===== src/rtl/i2csra_pkg.sv =====
`timescale 1ns / 1ps
`default_nettype none
// ----------------------------------------------------------------------------
// I2C slave register access - package
// Event kinds, transmit byte selects and protocol constants.
// ----------------------------------------------------------------------------
package i2csra_pkg;

	localparam logic [7:0] CMD_READ  = 8'd1;
	localparam logic [7:0] CMD_WRITE = 8'd2;

	localparam logic [2:0] POS_CMD   = 3'd0;
	localparam logic [2:0] POS_INDEX = 3'd1;
	localparam logic [2:0] POS_LOW   = 3'd2;
	localparam logic [2:0] POS_HIGH  = 3'd3;
	localparam logic [2:0] POS_MAX   = 3'd4;

	typedef enum logic [2:0] {
		KIND_NONE,
		KIND_NACK,
		KIND_RD_DATA,
		KIND_RD_ADDR,
		KIND_WR_DATA,
		KIND_WR_ADDR
	} kind_t;

	typedef enum logic [1:0] {
		TX_NONE,
		TX_LOW,
		TX_HIGH,
		TX_ZERO
	} tx_sel_t;

endpackage
`default_nettype wire


===== src/rtl/i2c_slave_register_access.sv =====
`timescale 1ns / 1ps
`default_nettype none
// ----------------------------------------------------------------------------
// I2C slave register access
// Decodes one slave bus event per item and serves a 16-bit register file.
// ----------------------------------------------------------------------------
// One item is accepted every clock cycle while out_stall stays low. Each item
// gives one result, registered first by the register-file read stage (the
// low and high byte lanes are separate synchronous memories with a registered
// read) and then by the output register. The result stage and the read stage
// each hold one item, so one more item is accepted while a result waits on
// out_stall; after that in_stall stays high until the result is taken. Reset
// clears the register file at once through per-entry valid bits; no clearing
// pass is needed.
module i2c_slave_register_access
	import i2csra_pkg::*;
#(
	parameter int NUM_REGS = 16
) (
	input  wire logic       clk,
	input  wire logic       arst_n,
	input  wire logic       in_valid,
	output logic            in_stall,
	input  wire logic       start_seen,
	input  wire logic       is_data,
	input  wire logic       is_read,
	input  wire logic       buffer_full,
	input  wire logic       clock_released,
	input  wire logic [7:0] rx_byte,
	output logic            out_valid,
	input  wire logic       out_stall,
	output logic            tx_valid,
	output logic [7:0]      tx_byte
);

	localparam int IDX_W = (NUM_REGS > 1) ? $clog2(NUM_REGS) : 1;

	logic [7:0] mem_lo [NUM_REGS];
	logic [7:0] mem_hi [NUM_REGS];
	logic [NUM_REGS-1:0] vld_lo_q;
	logic [NUM_REGS-1:0] vld_hi_q;

	logic [2:0] pos_q;
	logic [7:0] cmd_q;
	logic [7:0] sel_q;

	logic       valid_s1;
	tx_sel_t    tx_sel_s1;
	logic [7:0] lo_s1;
	logic [7:0] hi_s1;
	logic       lo_ok_s1;
	logic       hi_ok_s1;

	logic       valid_s2;
	logic       tx_valid_s2;
	logic [7:0] tx_byte_s2;

	kind_t      kind;
	tx_sel_t    tx_sel;
	logic       accept;
	logic       adv2;
	logic       adv1;
	logic       in_range;
	logic [IDX_W-1:0] idx;
	logic       wr_lo;
	logic       wr_hi;
	logic [2:0] pos_inc;
	logic [7:0] byte_s1;

	always_comb begin
		if (start_seen && is_data && !buffer_full && clock_released) begin
			kind = KIND_NACK;
		end else if (start_seen && is_data && is_read && !buffer_full) begin
			kind = KIND_RD_DATA;
		end else if (start_seen && !is_data && is_read) begin
			kind = KIND_RD_ADDR;
		end else if (start_seen && is_data && !is_read && buffer_full) begin
			kind = KIND_WR_DATA;
		end else if (start_seen && !is_data && !is_read && buffer_full) begin
			kind = KIND_WR_ADDR;
		end else begin
			kind = KIND_NONE;
		end
	end

	always_comb begin
		case (kind)
			KIND_RD_DATA: tx_sel = (pos_q == POS_INDEX) ? TX_HIGH : TX_ZERO;
			KIND_RD_ADDR: tx_sel = TX_LOW;
			default:      tx_sel = TX_NONE;
		endcase
	end

	assign adv2     = !valid_s2 || !out_stall;
	assign adv1     = valid_s1 && adv2;
	assign in_stall = valid_s1 && !adv2;
	assign accept   = in_valid && !in_stall;

	assign in_range = {1'b0, sel_q} < 9'(NUM_REGS);
	assign idx      = sel_q[IDX_W-1:0];
	assign pos_inc  = (pos_q < POS_MAX) ? pos_q + 3'd1 : pos_q;

	assign wr_lo = accept && (kind == KIND_WR_DATA) && (pos_q == POS_LOW)
		&& (cmd_q == CMD_WRITE) && in_range;
	assign wr_hi = accept && (kind == KIND_WR_DATA) && (pos_q == POS_HIGH)
		&& (cmd_q == CMD_WRITE) && in_range;

	always_ff @(posedge clk or negedge arst_n) begin
		if (!arst_n) begin
			pos_q <= '0;
			cmd_q <= CMD_READ;
			sel_q <= '0;
		end else if (accept) begin
			case (kind)
				KIND_NACK:    pos_q <= '0;
				KIND_RD_DATA: pos_q <= pos_inc;
				KIND_RD_ADDR: pos_q <= POS_INDEX;
				KIND_WR_DATA: begin
					if (pos_q == POS_CMD) begin
						cmd_q <= rx_byte;
					end else if (pos_q == POS_INDEX) begin
						sel_q <= rx_byte;
					end
					pos_q <= pos_inc;
				end
				KIND_WR_ADDR: pos_q <= '0;
				default:      pos_q <= pos_q;
			endcase
		end
	end

	always_ff @(posedge clk or negedge arst_n) begin
		if (!arst_n) begin
			vld_lo_q <= '0;
			vld_hi_q <= '0;
		end else begin
			if (wr_lo) begin
				vld_lo_q[idx] <= 1'b1;
			end
			if (wr_hi) begin
				vld_hi_q[idx] <= 1'b1;
			end
		end
	end

	always_ff @(posedge clk) begin
		if (wr_lo) begin
			mem_lo[idx] <= rx_byte;
		end
		if (wr_hi) begin
			mem_hi[idx] <= rx_byte;
		end
	end

	always_ff @(posedge clk) begin
		if (accept) begin
			lo_s1     <= mem_lo[idx];
			hi_s1     <= mem_hi[idx];
			lo_ok_s1  <= vld_lo_q[idx] && in_range;
			hi_ok_s1  <= vld_hi_q[idx] && in_range;
			tx_sel_s1 <= tx_sel;
		end
	end

	always_comb begin
		case (tx_sel_s1)
			TX_LOW:  byte_s1 = lo_ok_s1 ? lo_s1 : '0;
			TX_HIGH: byte_s1 = hi_ok_s1 ? hi_s1 : '0;
			default: byte_s1 = '0;
		endcase
	end

	always_ff @(posedge clk or negedge arst_n) begin
		if (!arst_n) begin
			valid_s1 <= 1'b0;
			valid_s2 <= 1'b0;
		end else begin
			if (accept) begin
				valid_s1 <= 1'b1;
			end else if (adv1) begin
				valid_s1 <= 1'b0;
			end
			if (adv2) begin
				valid_s2 <= valid_s1;
			end
		end
	end

	always_ff @(posedge clk) begin
		if (adv1) begin
			tx_valid_s2 <= (tx_sel_s1 != TX_NONE);
			tx_byte_s2  <= byte_s1;
		end
	end

	assign out_valid = valid_s2;
	assign tx_valid  = tx_valid_s2;
	assign tx_byte   = tx_byte_s2;

	a_pos_saturates: assert property (@(posedge clk) disable iff (!arst_n)
		pos_q <= POS_MAX)
		else $error("byte position beyond saturation");

	a_stall_full: assert property (@(posedge clk) disable iff (!arst_n)
		in_stall |-> (valid_s1 && valid_s2 && out_stall))
		else $error("input stalled with room in the pipeline");

	a_rd_addr_pos: assert property (@(posedge clk) disable iff (!arst_n)
		(accept && kind == KIND_RD_ADDR) |=> (pos_q == POS_INDEX))
		else $error("read address did not set position to one");

	a_no_tx_zero: assert property (@(posedge clk) disable iff (!arst_n)
		(out_valid && !tx_valid) |-> (tx_byte == 8'd0))
		else $error("byte sent without tx_valid");

	a_held_result: assert property (@(posedge clk) disable iff (!arst_n)
		(valid_s2 && out_stall) |=> valid_s2)
		else $error("stalled result dropped");

endmodule
`default_nettype wire


===== config.mk =====
export PLATFORM = sky130hd
export DESIGN_NAME = i2c_slave_register_access
export DESIGN_NICKNAME = d
export VERILOG_FILES = /design/src/rtl/i2csra_pkg.sv /design/src/rtl/i2c_slave_register_access.sv
export SDC_FILE = /design/constraint.sdc
export NUM_CORES = 1
export LEC_CHECK = 0
export BUFFER_PORTS_ARGS = -buffer_cell sky130_fd_sc_hd__buf_2
export CAP_MARGIN = 10
export CORE_UTILIZATION = 50
export CTS_BUF_LIST = sky130_fd_sc_hd__clkbuf_16
export DETAILED_ROUTE_END_ITERATION = 12
export PLACE_DENSITY = 0.65
export SLEW_MARGIN = 15
export SYNTH_ARGS = -nofsm -noshare
export SYNTH_HDL_FRONTEND = slang
export SYNTH_SLANG_ARGS = --single-unit

===== constraint.sdc =====
create_clock -name clk -period 2.3 [get_ports clk]
set_input_delay 0.115 -clock clk [delete_from_list [all_inputs] [get_ports clk]]
set_output_delay 0.115 -clock clk [all_outputs]
set_load 0.02 [all_outputs]

==> results.md <==
Clock network:
- Clock latency on the worst-skew pair, taken at its later pin, is ~510 ps.
- The number of buffers inserted during clock tree synthesis is 36.
- The TritonCTS sink count is 338.
- The CTS clock-pin slew for the worst setup and hold paths is around 60 ps.
- The worst-case clock buffer depth is 3.
- The H-tree depth is 2.
- In this run the clock root is driven by a sky130_fd_sc_hd__clkbuf_16.
- TritonCTS built the clock tree.

Logic synthesis:
- After synthesis the netlist holds a flip-flop and latch count of 338.
- The commonest cells after synthesis are sky130_fd_sc_hd__edfxtp_1 (285), sky130_fd_sc_hd__dfrtp_1 (52), sky130_fd_sc_hd__mux4_1 (47).
- In the synthesized netlist the dominant register cell turns out to be sky130_fd_sc_hd__edfxtp_1.
- For this run, asynchronously set or reset flops after synthesis account for 15.7%.
- The fraction of the yosys area taken by sequential cells is 72.7%.
- After synthesis, the mean cell area works out to 21.0 µm².
- The largest total area in the synthesized netlist belongs to sky130_fd_sc_hd__edfxtp_1.
- The count of cell types in the netlist is 47.
- Of the post-synthesis cell area, the dominant cell type holds 62.9%.
- After synthesis, the cell types taking the most area are sky130_fd_sc_hd__edfxtp_1 (63%), sky130_fd_sc_hd__dfrtp_1 (9.6%), sky130_fd_sc_hd__mux4_1 (9.1%).
- In the post-synthesis netlist, the cell with the most instances is sky130_fd_sc_hd__edfxtp_1.
- The cell count after synthesis is about 650.
- The number of enable-type register cells in the synthesized netlist is roughly 290.
- The synthesized net count is about 670.
- The count of warnings emitted by yosys is 0.
- Summing every instance area after synthesis gives 13600 µm².

Setup path:
- The worst register-to-register path has a depth of 3.
- Along the worst path, the maximum fanout reaches 21.
- The slack of the worst reg-to-reg path is 100 ps.
- The worst reg2reg path endpoint is hi_s1[5].
- The start of the worst register-to-register path is sel_q[0].
- The critical path in this run is classified as reg2reg.
- The critical path's slowest cell is sky130_fd_sc_hd__mux4_1.
- The biggest cell delay along the critical path is roughly 620 ps.
- The critical path goes through buf_12 > mux4_1 > mux4_2.
- The category of the worst setup path launch point is a flip-flop.
- The required time reported for the critical path endpoint is 2550 ps.
- STA classifies the critical path endpoint as a flip-flop.
- STA puts the critical path data arrival time at 2450 ps.

Cells and area:
- The post-layout instance area is 15700 µm².
- In the final layout, the multi-input gates occupy 3470 µm².
- The final net count is 758.
- The fraction of the core area covered by cells at the end of the flow is 58.5%.
- The number of non-filler instances in the completed layout is 1097.
- The number of filler instances in the final layout is ~1900.
- Summing all flip-flop and latch instances after layout gives 9890 µm².
- The number of diodes added for antenna fixing is 0.
- Cells with a size suffix above 1 make up a little under a third of the layout.
- Relative to the synthesized area, the layout overhead comes to 15.2%.

Floorplan:
- The site row count is 60.
- The floorplan step set the die width to 167 µm.
- The core region area is ~27000 µm².
- The die extent in y is 167 µm.
- The full die area is 27900 µm².
- The number of top-level pins is 28.
- For this configuration, the core starts out at a cell density of 50.8%.

Drt:
- After detailed routing, the number of remaining DRC violations is 0.
- In this run, the number of DRC markers left after iteration 0 of detailed routing was between 500 and 600.
- Before antenna repair, the detailed router went through 5 iterations.
- The number of nets with antenna violations after detailed routing is 0.
- The post-detailed-routing wire length is ~27 mm.
- The routed layout has 6604 vias.
- The post-detailed-route via-to-cell ratio is 6.02.
- The routed wirelength normalized by instance count is about 25 µm.

Placement:
- In this run the tool buffered the top-level ports with 27 buffer cells.
- In this run the cell area measured after placement is 14500 µm².
- The number of instances in the placed design is 1030.
- Detailed placement finished with a half-perimeter wire length of 17.3 mm.
- OpenSTA, run right after detailed placement, puts the worst setup slack at 51.2 ps.
- At the end of routability-driven placement, the weighted congestion stood at 0.788.

Pwr:
- The overall power is 15.5 mW.
- In this run the power density over the cells is ~990 nW/µm².
- The worst supply voltage drop on vdd is 0.536 mV.
- Summed over all cells, the static leakage comes to 5.46 nW.

STA:
- The final hold slack is 73.1 ps.
- The count of final setup violators is 0.
- For the finished layout, the period the worst path requires is about 2200 ps.
- The final number of hold-violating endpoints is 0.
- The final worst-path cycle share is 95.6%.
- Setup repair after global routing left no endpoint under its margin.
- The slew of the pin with the lowest slew margin is 728 ps.
- Headroom to the max-slew limit came out at between 50% and 60%.
- The post-route setup TNS is 0 ps.
- The final-report max-slew violation count came to 0.
- The final clock skew is approximately 14 ps.
- The highest clock rate is ~450 MHz.
- The worst path meets setup with 101 ps of slack.

GRT:
- The first global-routing pass estimated 42.1 mm of wire.
- The number of antenna violations at the first check in global routing is 1.
- Entering global routing, the biggest net connects 39 pins.
- After global routing the overflow that remains totals 0.
- For this run, the total global-route usage over all layers was measured as 20.5%.
- The number of global-route vias before repair is 6801.

Job:
- The tool flagged a number of max-cap violations equal to 0.

Outcome:
- The flow ran to the end, and the final reports show no timing, DRC or antenna violations.

Min path:
- The min-delay analysis places its worst path in the category in2async.
## layout make-up
cell class	count	share of cell area (%)
Multi-Input combinational cell	258	22.1
Inverter	8	0.192
Timing Repair Buffer	91	4.50
Clock inverter	24	1.44
Sequential cell	338	63.1
Clock buffer	37	5.91
Tap cell	341	2.72
## placed cells by master, fill, tap and decap left out, types with 8 or more instances in the layout
cell                        count
sky130_fd_sc_hd__inv_1         12
sky130_fd_sc_hd__dfrtp_1       50
sky130_fd_sc_hd__buf_4         52
sky130_fd_sc_hd__clkbuf_16     37
sky130_fd_sc_hd__buf_2         27
sky130_fd_sc_hd__mux4_2        41
sky130_fd_sc_hd__a31o_1         8
sky130_fd_sc_hd__nor2b_1       15
sky130_fd_sc_hd__a22oi_1       12
sky130_fd_sc_hd__ha_1           8
sky130_fd_sc_hd__mux4_1        47
sky130_fd_sc_hd__edfxtp_1     285
sky130_fd_sc_hd__a31o_2        24
sky130_fd_sc_hd__nor3_1        26
sky130_fd_sc_hd__mux2_2        18
## flip-flops by register name, summed over array words and instances, names as in the netlist
register   flops
cmd_q          8
hi_ok_s1       1
hi_s1          8
lo_ok_s1       1
lo_s1          8
mem_hi       128
mem_lo       128
out_valid      1
pos_q          3
sel_q          8
tx_byte        8
tx_sel_s1      2
tx_valid       1
valid_s1       1
vld_hi_q      16
vld_lo_q      16
## per-layer routing
layer  vias up  wire (µm)  GRT usage [%]
li1       2899          -              -
met1      3487      12300           29.9
met2       184      13300           32.7
met3        34       1330           2.66
met4         0        539           5.92
met5         -          0              0
## logic make-up (layout without fill, tap and decap cells)
group / count (synthesis) / count (layout) / share of synthesized area [%]
adders and majority gates: 8 / 8 / 0.736
and+or+nand+nor: 86 / 86 / 3.62
AOI/OAI and AO/OA: 58 / 58 / 3.49
buffers and inverters: 52 / 160 / 2.13
muxes: 106 / 106 / 17.4
DFF: 338 / 338 / 72.7
## critical path: cells and delay by family, from the launching register on
kind | cells | cell delay (ps)
buffers and inverters | 1 | 230
multiplexers | 2 | 1100
flip-flops | 1 | 580
## worst max path at each step
stage | from | end | slack [ps] | depth (start not counted)
2_1_floorplan | sel_q[7] | mem_hi[12][0] | -70 | 5
3_3_place_gp | sel_q[7] | mem_lo[1][4] | 80 | 6
3_5_place_dp | sel_q[7] | mem_lo[8][4] | 50 | 6
4_1_cts | sel_q[7] | mem_lo[8][0] | 20 | 6
5_1_grt | sel_q[7] | mem_lo[8][1] | 30 | 6
6_report | sel_q[0] | hi_s1[5] | 100 | 3
## timing repair
action	CTS	global route
hold buffers	6	0
gates resized for setup	0	1
buffers inserted	0	0
setup endpoints to repair	0	19
endpoints found under the hold margin	56	0
## power by group
part	switching, mW	internal [mW]	total [mW]
logic	1.33	1.36	2.70
registers	0.252	6.94	7.19
clock network	2.25	3.37	5.62
No activity file was read; power rests on OpenSTA's default activity.
